[config.mk]
export PLATFORM = sky130hd
export DESIGN_NAME = ttg_queue
export DESIGN_NICKNAME = d
export VERILOG_FILES = /design/src/hw/rtl/triangle_tangent_generator_defines.svh /design/src/hw/rtl/ttg_pkg.sv /design/src/hw/rtl/ttg_queue.sv
export SDC_FILE = /design/constraint.sdc
export NUM_CORES = 1
export LEC_CHECK = 0
export CAP_MARGIN = 15
export CORE_AREA = 3 3 230 232
export DETAILED_ROUTE_END_ITERATION = 16
export DIE_AREA = 0 0 233 235
export DONT_BUFFER_PORTS = 1
export GPL_TIMING_DRIVEN = 0
export PLACE_DENSITY = 0.63
export SLEW_MARGIN = 20
export SYNTH_ARGS = -nofsm -noshare
export SYNTH_HDL_FRONTEND = slang
export SYNTH_SLANG_ARGS = --single-unit
[constraint.sdc]
create_clock -name clk -period 9.2 [get_ports clk]
set_input_delay 0.46 -clock clk [delete_from_list [all_inputs] [get_ports clk]]
set_output_delay 0.46 -clock clk [all_outputs]
set_load 0.005 [all_outputs]
[src/hw/rtl/triangle_tangent_generator_defines.svh]
// Assertion macros shared by the tangent generator.
`ifndef TRIANGLE_TANGENT_GENERATOR_DEFINES_SVH
`define TRIANGLE_TANGENT_GENERATOR_DEFINES_SVH

// Same-cycle implication, checked out of reset.
`define TTG_ASSERT_IMP(lbl, ante, cons) \
  lbl: assert property (@(posedge clk) disable iff (rst) (ante) |-> (cons)) \
    else $error("ttg check failed");

// Next-cycle implication, checked out of reset.
`define TTG_ASSERT_NXT(lbl, ante, cons) \
  lbl: assert property (@(posedge clk) disable iff (rst) (ante) |=> (cons)) \
    else $error("ttg check failed");

`endif

[src/hw/rtl/ttg_pkg.sv]
package ttg_pkg;

  localparam int INDEX_BITS = 24;
  localparam int POS_BITS   = 24;
  localparam int TEX_BITS   = 16;
  localparam int FIELD_IDX  = 24;
  localparam int EDGE_BITS  = 25;
  localparam int DELTA_BITS = 17;
  localparam int PROD_BITS  = 42;
  localparam int ACC_BITS   = 43;
  localparam int NORM_BITS  = 30;
  localparam int SQ_BITS    = 60;
  localparam int SUM_BITS   = 62;
  localparam int ROOT_BITS  = 63;
  localparam int LEN_BITS   = 32;
  localparam int NUM_BITS   = 46;
  localparam int QUO_BITS   = 15;
  localparam int REM_BITS   = 33;
  localparam int OUT_BITS   = 16;

  typedef struct packed {
    logic signed [POS_BITS-1:0]  pos_x;
    logic signed [POS_BITS-1:0]  pos_y;
    logic signed [POS_BITS-1:0]  pos_z;
    logic signed [TEX_BITS-1:0]  tex_u;
    logic signed [TEX_BITS-1:0]  tex_v;
    logic        [FIELD_IDX-1:0] corner_index;
    logic                        last_corner;
  } corner_t;

  typedef struct packed {
    logic signed [OUT_BITS-1:0]  tangent_x;
    logic signed [OUT_BITS-1:0]  tangent_y;
    logic signed [OUT_BITS-1:0]  tangent_z;
    logic        [FIELD_IDX-1:0] first_index;
    logic        [FIELD_IDX-1:0] second_index;
    logic        [FIELD_IDX-1:0] third_index;
    logic                        degenerate;
  } result_t;

  typedef struct packed {
    logic signed [EDGE_BITS-1:0]  e1x;
    logic signed [EDGE_BITS-1:0]  e1y;
    logic signed [EDGE_BITS-1:0]  e1z;
    logic signed [EDGE_BITS-1:0]  e2x;
    logic signed [EDGE_BITS-1:0]  e2y;
    logic signed [EDGE_BITS-1:0]  e2z;
    logic signed [DELTA_BITS-1:0] du1;
    logic signed [DELTA_BITS-1:0] dv1;
    logic signed [DELTA_BITS-1:0] du2;
    logic signed [DELTA_BITS-1:0] dv2;
    logic        [INDEX_BITS-1:0] idx0;
    logic        [INDEX_BITS-1:0] idx1;
    logic        [INDEX_BITS-1:0] idx2;
  } job_t;

  typedef struct packed {
    logic full;
    logic empty;
  } queue_status_t;

endpackage

[src/hw/rtl/ttg_queue.sv]
module ttg_queue (
  input  logic                   clk,
  input  logic                   rst,
  input  logic                   push,
  input  ttg_pkg::job_t          din,
  output ttg_pkg::queue_status_t stat,
  input  logic                   pop,
  output ttg_pkg::job_t          dout
);

  ttg_pkg::job_t entry [2];
  logic          wr_ptr;
  logic          rd_ptr;
  logic [1:0]    fill;
  logic          do_push;
  logic          do_pop;

  assign stat.full  = (fill == 2'd2);
  assign stat.empty = (fill == 2'd0);
  assign do_push    = push && !stat.full;
  assign do_pop     = pop && !stat.empty;
  assign dout       = entry[rd_ptr];

  always_ff @(posedge clk) begin
    if (rst) begin
      wr_ptr <= 1'b0;
      rd_ptr <= 1'b0;
      fill   <= 2'd0;
    end else begin
      if (do_push) begin
        wr_ptr <= !wr_ptr;
      end
      if (do_pop) begin
        rd_ptr <= !rd_ptr;
      end
      if (do_push && !do_pop) begin
        fill <= fill + 2'd1;
      end else if (do_pop && !do_push) begin
        fill <= fill - 2'd1;
      end
    end
  end

  always_ff @(posedge clk) begin
    if (do_push) begin
      entry[wr_ptr] <= din;
    end
  end

endmodule

==> impl_metrics.json <==
{
  "hpwl_mm": 32.1,
  "start_util_pct": 42.0,
  "grt_setup_unrepaired": "false",
  "fin_worst_hold_slack_ps": 160,
  "cts_post_setup_buffers_inserted": 0,
  "routed_via_density": 4.95,
  "critical_path.n_buffers_inverters": 3,
  "layout.cell_area.non_filler_mm2": 0.0273,
  "ys_seq_elements": 585,
  "tightest_slew_ps": 652,
  "overall_global_routing_usage_pct": 16.6,
  "synth_largest_area_cell": "edfxtp_1",
  "layout_worst_path_cycle_share_pct": 28.8,
  "setup_viol_count_final": 0,
  "wl_met1_mm": 17.1,
  "synth_top_area_share_pct": 81.0,
  "pwr_density_cell_mw_per_mm2": 263,
  "outcome": "complete, no violations",
  "cts_tree": "built",
  "drive_gt1_share_pct": 30.9,
  "path_clk_slew_ps": 60,
  "cellLeakagePower_uw": 0.00929,
  "global_route_wire_length_before_repair_mm": 68.2,
  "report.power.total_uw": 7190,
  "via_count": 9993,
  "cp_slowest_stage_delay_ps": 440,
  "worstHoldStart": "push",
  "max_cap_violations": 0,
  "vdd.ir_drop.worst_mv": 0.226,
  "cts_inserted_buffers": 58,
  "route.detailed.wl_per_inst_um": 23.3,
  "final_hold_viol_count": 0,
  "timing.fmax_mhz": 378,
  "chipHeight_um": 235,
  "drtPass1Iterations": 5,
  "final.fill_count": 3860,
  "critical_path.cell_chain": "nor2b_1 > or3_1 > inv_8 > buf_16 > buf_16",
  "synth.area.top_cells": "edfxtp_1 (81%), mux2_2 (9.9%), mux2_4 (7.0%)",
  "reg2reg_from": "fill[0]$_SDFFE_PP0P_",
  "routabilityCongestion": 0.795,
  "preCtsSetupSlack_ps": 6610,
  "post_synthesis_mean_instance_area_um2": 23.2,
  "fp.dieArea_mm2": 0.0548,
  "worstSetupPathType": "reg -> reg",
  "pin_count_of_the_biggest_net_entering_global_routing": 97,
  "crit_family": "buffers and inverters",
  "dr_wl_met2_mm": 24.6,
  "syn2layout_area_growth_pct": 27.0,
  "start_kind": "register",
  "placed_area_mm2": 0.0226,
  "required_time_of_the_critical_path_ps": 9420,
  "first_global_vias": 10800,
  "synth.distinct_cells": 16,
  "postRouteAntennaNets": 0,
  "slew_viol_final": 0,
  "core_mm2": 0.0512,
  "min_delay_worst_endpoint": "wr_ptr$_SDFFE_PP0P_",
  "wirelength_mm": 47.0,
  "met3_wirelength_mm": 4.12,
  "final.min_clock_period_ps": 2650,
  "timing.clock.skew_ps": 27.3,
  "worst_setup_path_end_kind": "register",
  "critical_path.max_fanout": 96,
  "yosys_warnings": 0,
  "max_slew_margin_pct": 56.5,
  "highest_layer": "met5",
  "timing.rr.end": "entry[0][269]$_DFFE_PP_",
  "placement.io_buffers": 0,
  "ff2ff_setup_slack_ps": 6550,
  "clock_tree.htree_level_count": 2,
  "master_cell_of_the_clock_root_buffer": "clkbuf_16",
  "path_common_cell": "buf_16",
  "worst_hold_path.num_cells": 3,
  "gate_count_of_the_mapped_netlist": 927,
  "grt_overflow_total": 0,
  "io_pins": 586,
  "die_extent_in_x_um": 233,
  "worstHoldPathType": "in -> reg",
  "clkLatencyLatePin_ps": 610,
  "cp_slowest_cell": "or3_1",
  "worstRegToRegCells": 5,
  "netlist_area_before_placement_mm2": 0.0215,
  "clock_sink_count": 585,
  "setup_slack_ps": 6550,
  "cts-root-to-sink-buffers": 3,
  "row_count": 83,
  "synth_nets": 1222,
  "drc": 0,
  "nNetsFinal": 1582,
  "first_iter_violations": 650,
  "cp.arrival_ps": 2870,
  "sequential_cell_area_fraction_in_the_yosys_report_pct": 81.5,
  "number_of_antenna_violations_at_the_first_check_in_global_routing": 5
}
cell usage after synthesis:
master and number:
nor2b_1 1, edfxtp_1 580, nor2_1 5, xor2_1 3, ha_1 1, mux2_4 100
inv_1 2, and2_1 1, dfxtp_1 5, a21oi_1 2, or3_1 2, buf_6 11
mux2_2 190, o21ai_0 3, buf_4 1, buf_2 20
sequential cells by signal, indices dropped and copies added, names as in the netlist, named ones only:
register,count
wr_ptr,1
entry,580
rd_ptr,1
fill,2
worst min-delay path, cell delays in order:
cell     delay, ps
inv_1           40
o21ai_0        160
a21oi_1         60
cells by family (layout without fill, tap and decap cells):
family	count (synthesis)	in the layout	synth area share, %
flops	585	585	81.5
simple gates	9	9	0.204
other cells	0	3	0
buf+inv	34	443	1.11
fa+ha+maj	1	1	0.0582
compound gates	5	5	0.116
mux	290	290	16.9
xor+xnor	3	3	0.122
worst max-delay path by stage:
stage / from / to / slack [ps] / depth (start not counted)
4_1_cts: fill[0]$_SDFFE_PP0P_ / entry[0][277]$_DFFE_PP_ / 6600 / 5
6_report: fill[0]$_SDFFE_PP0P_ / entry[0][269]$_DFFE_PP_ / 6550 / 5
2_1_floorplan: push / entry[1][0]$_DFFE_PP_ / 1270 / 3
3_3_place_gp: fill[0]$_SDFFE_PP0P_ / entry[1][268]$_DFFE_PP_ / -2510 / 3
3_5_place_dp: fill[0]$_SDFFE_PP0P_ / entry[0][270]$_DFFE_PP_ / 6610 / 5
5_1_grt: fill[0]$_SDFFE_PP0P_ / entry[0][271]$_DFFE_PP_ / 6430 / 5
routing by layer:
layer | track usage [%] | up-vias
met1 | 18.6 | 5053
met4 | 4.65 | 4
met2 | 29.4 | 419
met5 | 0 | -
met3 | 6.16 | 78
li1 | - | 4439
through the flow:
step | instances | utilization, % | setup TNS [ps]
after floorplan | 927 | - | 0
after global placement | 1607 | 43.7 | -1021460
after detailed placement | 1616 | 44.1 | 0
after CTS | 2016 | 53.3 | 0
after global routing | 2018 | 53.4 | 0
final | 2019 | 53.4 | 0
power by group:
group / internal (uW) / switching, uW / leakage, uW
combinational: 713 / 842 / 0.00296
clock: 1270 / 944 / 0.000874
sequential: 3350 / 74.7 / 0.00546
total: 5330 / 1860 / 0.00929
area by class of cell:
cell class / count / area (um^2) / area share [%]
Sequential cell: 585 / 17500 / 64.1
Tap cell: 680 / 851 / 3.11
Buffer: 32 / 231 / 0.847
Inverter: 2 / 15.0 / 0.0550
Clock inverter: 32 / 249 / 0.911
Antenna cell: 3 / 7.51 / 0.0275
Clock buffer: 77 / 1550 / 5.68
Multi-Input combinational cell: 308 / 3750 / 13.7
Timing Repair Buffer: 300 / 3150 / 11.5
timing repair:
item,CTS,global route
resized for setup,0,0
endpoints found under the hold margin,585,0
hold buffers,291,0
layout by cell type (no fill, tap or decap), types with 3 or more instances in the layout:
master	n
edfxtp_1	580
dlygate4sd3_1	291
mux2_2	190
mux2_4	100
clkbuf_16	58
buf_2	20
clkbuf_1	16
clkinv_1	13
buf_6	11
clkinv_2	9
buf_16	7
nor2_1	5
dfxtp_1	5
diode_2	3
o21ai_0	3
xor2_1	3
clkinvlp_4	3
clkbuf_8	3
bufinv_16	3
Note: power is estimated with default switching activity, not from simulation.
