### src/hw/rtl/triangle_tangent_generator_defines.svh
// Assertion macros shared by the tangent generator.
`ifndef TRIANGLE_TANGENT_GENERATOR_DEFINES_SVH
`define TRIANGLE_TANGENT_GENERATOR_DEFINES_SVH

// Same-cycle implication, checked out of reset.
`define TTG_ASSERT_IMP(lbl, ante, cons) \
  lbl: assert property (@(posedge clk) disable iff (rst) (ante) |-> (cons)) \
    else $error("ttg check failed");

// Next-cycle implication, checked out of reset.
`define TTG_ASSERT_NXT(lbl, ante, cons) \
  lbl: assert property (@(posedge clk) disable iff (rst) (ante) |=> (cons)) \
    else $error("ttg check failed");

`endif

### src/hw/rtl/ttg_pkg.sv
package ttg_pkg;

  localparam int INDEX_BITS = 24;
  localparam int POS_BITS   = 24;
  localparam int TEX_BITS   = 16;
  localparam int FIELD_IDX  = 24;
  localparam int EDGE_BITS  = 25;
  localparam int DELTA_BITS = 17;
  localparam int PROD_BITS  = 42;
  localparam int ACC_BITS   = 43;
  localparam int NORM_BITS  = 30;
  localparam int SQ_BITS    = 60;
  localparam int SUM_BITS   = 62;
  localparam int ROOT_BITS  = 63;
  localparam int LEN_BITS   = 32;
  localparam int NUM_BITS   = 46;
  localparam int QUO_BITS   = 15;
  localparam int REM_BITS   = 33;
  localparam int OUT_BITS   = 16;

  typedef struct packed {
    logic signed [POS_BITS-1:0]  pos_x;
    logic signed [POS_BITS-1:0]  pos_y;
    logic signed [POS_BITS-1:0]  pos_z;
    logic signed [TEX_BITS-1:0]  tex_u;
    logic signed [TEX_BITS-1:0]  tex_v;
    logic        [FIELD_IDX-1:0] corner_index;
    logic                        last_corner;
  } corner_t;

  typedef struct packed {
    logic signed [OUT_BITS-1:0]  tangent_x;
    logic signed [OUT_BITS-1:0]  tangent_y;
    logic signed [OUT_BITS-1:0]  tangent_z;
    logic        [FIELD_IDX-1:0] first_index;
    logic        [FIELD_IDX-1:0] second_index;
    logic        [FIELD_IDX-1:0] third_index;
    logic                        degenerate;
  } result_t;

  typedef struct packed {
    logic signed [EDGE_BITS-1:0]  e1x;
    logic signed [EDGE_BITS-1:0]  e1y;
    logic signed [EDGE_BITS-1:0]  e1z;
    logic signed [EDGE_BITS-1:0]  e2x;
    logic signed [EDGE_BITS-1:0]  e2y;
    logic signed [EDGE_BITS-1:0]  e2z;
    logic signed [DELTA_BITS-1:0] du1;
    logic signed [DELTA_BITS-1:0] dv1;
    logic signed [DELTA_BITS-1:0] du2;
    logic signed [DELTA_BITS-1:0] dv2;
    logic        [INDEX_BITS-1:0] idx0;
    logic        [INDEX_BITS-1:0] idx1;
    logic        [INDEX_BITS-1:0] idx2;
  } job_t;

  typedef struct packed {
    logic full;
    logic empty;
  } queue_status_t;

endpackage

### src/hw/rtl/ttg_front.sv
module ttg_front (
  input  logic                   clk,
  input  logic                   rst,
  input  logic                   corner_valid,
  output logic                   corner_stall,
  input  ttg_pkg::corner_t       corner,
  output logic                   push,
  output ttg_pkg::job_t          job,
  input  ttg_pkg::queue_status_t q_stat
);

  logic [1:0]       count;
  ttg_pkg::corner_t held0;
  ttg_pkg::corner_t held1;
  logic             accept;

  assign corner_stall = q_stat.full;
  assign accept       = corner_valid && !q_stat.full;
  assign push         = accept && (count == 2'd2);

  always_comb begin
    job.e1x  = ttg_pkg::EDGE_BITS'(held1.pos_x) - ttg_pkg::EDGE_BITS'(held0.pos_x);
    job.e1y  = ttg_pkg::EDGE_BITS'(held1.pos_y) - ttg_pkg::EDGE_BITS'(held0.pos_y);
    job.e1z  = ttg_pkg::EDGE_BITS'(held1.pos_z) - ttg_pkg::EDGE_BITS'(held0.pos_z);
    job.e2x  = ttg_pkg::EDGE_BITS'(corner.pos_x) - ttg_pkg::EDGE_BITS'(held0.pos_x);
    job.e2y  = ttg_pkg::EDGE_BITS'(corner.pos_y) - ttg_pkg::EDGE_BITS'(held0.pos_y);
    job.e2z  = ttg_pkg::EDGE_BITS'(corner.pos_z) - ttg_pkg::EDGE_BITS'(held0.pos_z);
    job.du1  = ttg_pkg::DELTA_BITS'(held1.tex_u) - ttg_pkg::DELTA_BITS'(held0.tex_u);
    job.dv1  = ttg_pkg::DELTA_BITS'(held1.tex_v) - ttg_pkg::DELTA_BITS'(held0.tex_v);
    job.du2  = ttg_pkg::DELTA_BITS'(corner.tex_u) - ttg_pkg::DELTA_BITS'(held0.tex_u);
    job.dv2  = ttg_pkg::DELTA_BITS'(corner.tex_v) - ttg_pkg::DELTA_BITS'(held0.tex_v);
    job.idx0 = ttg_pkg::INDEX_BITS'(held0.corner_index);
    job.idx1 = ttg_pkg::INDEX_BITS'(held1.corner_index);
    job.idx2 = ttg_pkg::INDEX_BITS'(corner.corner_index);
  end

  always_ff @(posedge clk) begin
    if (rst) begin
      count <= 2'd0;
    end else if (accept) begin
      if (count == 2'd2 || corner.last_corner) begin
        count <= 2'd0;
      end else begin
        count <= count + 2'd1;
      end
    end
  end

  // hold the first two corners of the triangle
  always_ff @(posedge clk) begin
    if (accept && count == 2'd0) begin
      held0 <= corner;
    end
    if (accept && count == 2'd1) begin
      held1 <= corner;
    end
  end

endmodule

### config.mk
export PLATFORM = sky130hd
export DESIGN_NAME = ttg_front
export DESIGN_NICKNAME = d
export VERILOG_FILES = /design/src/hw/rtl/triangle_tangent_generator_defines.svh /design/src/hw/rtl/ttg_pkg.sv /design/src/hw/rtl/ttg_front.sv
export SDC_FILE = /design/constraint.sdc
export NUM_CORES = 1
export LEC_CHECK = 0
export ABC_AREA = 0
export BUFFER_PORTS_ARGS = -buffer_cell sky130_fd_sc_hd__buf_2
export CORE_MARGIN = 2
export CORE_UTILIZATION = 30
export CTS_CLUSTER_DIAMETER = 120
export DETAILED_ROUTE_END_ITERATION = 7
export GPL_ROUTABILITY_DRIVEN = 0
export GPL_TIMING_DRIVEN = 0
export MAX_ROUTING_LAYER = met4
export SLEW_MARGIN = 0
export SYNTH_ARGS = -nofsm -noshare
export SYNTH_HDL_FRONTEND = slang
export SYNTH_SLANG_ARGS = --single-unit
### constraint.sdc
create_clock -name clk -period 4.8 [get_ports clk]
set_clock_uncertainty 0.15 [all_clocks]
set_input_delay 0.48 -clock clk [delete_from_list [all_inputs] [get_ports clk]]
set_output_delay 0.48 -clock clk [all_outputs]
set_load 0.05 [all_outputs]
==> flow_metrics.env <==
export IMPL_hold_path_class="input pin to register"
export IMPL_critPathMaxFanout=4
export IMPL_post_drt_wl_per_cell_um=16.4
export IMPL_grt_ovfl_total=0
export IMPL_start_util=0.302
export IMPL_r2r_cells=5
export IMPL_final_common_cell="buf_2"
export IMPL_fin_ws_ns=0.166
export IMPL_maxSlewHeadroom=0.517
export IMPL_synth_cell_types=68
export IMPL_synthTopCellsByArea="edfxtp_1 (42%), ha_1 (15%), xnor2_1 (6.1%)"
export IMPL_p_leak_nw=10.7
export IMPL_status="completed"
export IMPL_p_int_w=0.00495
export IMPL_critPathSlowestCell="a311o_2"
export IMPL_critPathKind="register to output port"
export IMPL_dr_pass1_iters=5
export IMPL_cts_buffers=35
export IMPL_syn_area_per_cell_sq_um=10.4
export IMPL_cp_startpoint="held0[106]"
export IMPL_p_seq_frac=0.326
export IMPL_reg2reg_slack_ns=2.43
export IMPL_worst_ep_arrival_time_ns=4.00
export IMPL_dpl_hpwl_um=40900
export IMPL_cts_root_buffer="clkbuf_16"
export IMPL_grt_pass1_wl_um=79600
export IMPL_syn_inst=1752
export IMPL_synth_nets=2107
export IMPL_power_frac_comb=0.336
export IMPL_critPathTopFamily="compound AO/OA/AOI/OAI gates"
export IMPL_routed_via_density=4.78
export IMPL_critPathRequiredTime_ns=4.17
export IMPL_tightest_slew_ns=0.723
export IMPL_path_common_cell="a311o_2"
export IMPL_netlist_area_leader_share=0.424
export IMPL_final_area_sq_um=23800
export IMPL_finalHoldViolCount=0
export IMPL_start_kind="register"
export IMPL_clockPowerShare=0.338
export IMPL_postCtsSetupRepairBufs=0
export IMPL_fill_cells=5820
export IMPL_tritoncts="done"
export IMPL_min_period_ns=4.63
export IMPL_min_delay_start="corner[69]"
export IMPL_final_seq_area_sq_um=7730
export IMPL_multi_input_area_sq_um=9110
export IMPL_grt_pass1_vias=15200
export IMPL_hold_depth=1
export IMPL_vias=15100
export IMPL_core_area_sq_um=60000
export IMPL_r2r_start="count[0]"
export IMPL_max_stage_delay_ns=0.44
export IMPL_fmax_mhz=216
export IMPL_row_count=90
export IMPL_power_total_w=0.00790
export IMPL_ys_seq_area_frac=0.426
export IMPL_cts_sinks=258
export IMPL_worst_path_buf_inv=2
export IMPL_antenna_left=0
export IMPL_io_buffers=424
export IMPL_synth_flop_cell="edfxtp_1"
export IMPL_r2r_end="held0[71]"
export IMPL_cp_depth=12
export IMPL_finalSetupViolCount=0
export IMPL_layout_common_cells="buf_2 (423), edfxtp_1 (256), ha_1 (211), inv_1 (186), a21oi_1 (143)"
export IMPL_post_route_cells_drive_above_1_share=0.245
export IMPL_synthesis_area_sq_um=18100
export IMPL_place_ws_ns=0.565
export IMPL_clockBufferDepth=3
export IMPL_end_kind="output port"
export IMPL_area_delta_synth_final_pct=31.0
export IMPL_finalWirelength_um=51700
export IMPL_cp_cell_sequence="inv_1, ha_1, nor2b_4, o21a_4, a311o_2, a311o_2, a221oi_4, o21ai_2, a211o_1, a31oi_1, xnor2_1, buf_4"
export IMPL_dpl_instance_area_sq_um=21400
export IMPL_synth_edf_count=256
export IMPL_p_switching_w=0.00295
export IMPL_io_pins=426
export IMPL_synth_warning_count=0
export IMPL_tns_ns=0
export IMPL_cts_clk_slew_worst_paths_ns=0.05
export IMPL_antenna_found_initial=9
export IMPL_dieArea_sq_um=62400
export IMPL_die_width_um=250
export IMPL_grt_max_degree=59
export IMPL_holdWs_ns=0.0335
export IMPL_finalNetCount=2692
export IMPL_timing_final_crit_share=0.965
export IMPL_drc_errors=0
export IMPL_grtUsageTotal=0.164
export IMPL_p_per_area_nw_per_um2=332
export IMPL_drv_slew=0
export IMPL_die_height_um=250
export IMPL_holdPathEnd="held1[69]"
export IMPL_yosysTopAreaCell="edfxtp_1"
export IMPL_grt_setup_unrepaired="false"
export IMPL_htreeDepth=2
export IMPL_vdd_ir_drop_max_mv=0.254
export IMPL_max_cap_viol_count=0
export IMPL_drtIter0Drc=688
export IMPL_ys_seq_elements=258
export IMPL_worstSkewPairLatency_ns=0.55
export IMPL_async_reset_ff_frac=0
export IMPL_swShare=0.373
==> metal layers <==
| layer | vias to the layer above | part of all wire | track usage |
|---|---|---|---|
| met2 | 355 | 0.50 | 0.287 |
| met5 | - | 0 | - |
| met3 | 96 | 0.058 | 0.0383 |
| met1 | 7145 | 0.41 | 0.182 |
| li1 | 7467 | - | - |
| met4 | 0 | 0.034 | 0.0606 |
==> through the flow <==
step	instances	utilization
4_1_cts	3145	0.395
3_3_place_gp	2958	0.354
6_report	3154	0.396
2_1_floorplan	1752	-
5_1_grt	3154	0.396
3_5_place_dp	2963	0.356
==> final cells by class <==
type                    instances  area share
multi-input cells            1217       0.383
flip-flops and latches        258       0.325
repair buffers                548       0.144
well taps                     782      0.0412
clock buffers                  39      0.0384
inverters                     186      0.0294
plain buffers                  91      0.0261
clock inverters                24      0.0112
diodes                          9    0.000948
==> flip-flops by register name (all words and copies together) (netlist names) <==
register	count
count	2
held0	104
held1	104
job	48
==> worst max path at each step <==
stage	slack (ns)	to
after floorplan	0.50	held0[100]
after global placement	-1.96	held0[63]
after detailed placement	0.57	job[160]
after CTS	0.07	job[288]
after global routing	0.02	job[288]
final	0.17	job[288]
==> repair_timing <==
action	4_1_cts	5_1_grt
hold buffers	119	0
hold endpoints to repair	236	0
endpoints found under the setup margin	0	6
gates resized for setup	0	5
==> cells by family after synthesis <==
family,share of synthesized area
fa+ha+maj,0.157
compound gates,0.172
xor+xnor,0.0797
flops,0.426
buf+inv,0.0727
simple gates,0.0933
==> synthesized netlist by cell type (23+ instances only) <==
cell and instances:
nand3_1 23, nor2_1 104, buf_4 73, nor3_1 23, o21a_1 27, nand2_1 78
edfxtp_1 256, ha_1 211, xnor2_1 126, nand2b_1 29, xor2_1 39, a21oi_1 143
nor2b_1 35, inv_1 186, a21o_1 76, o21ai_0 77
==> power groups by stage <==
stage / Clock (W) / Combinational [W] / Sequential [W]
detailed placement: 0 / 0.00257 / 0.00262
global placement: 0 / 0.00253 / 0.00263
floorplan: 0 / 0.00191 / 0.00262
CTS: 0.00276 / 0.00266 / 0.00257
finish: 0.00267 / 0.00266 / 0.00257
global route: 0.00283 / 0.00282 / 0.00258
(Power assumes the default switching activity.)
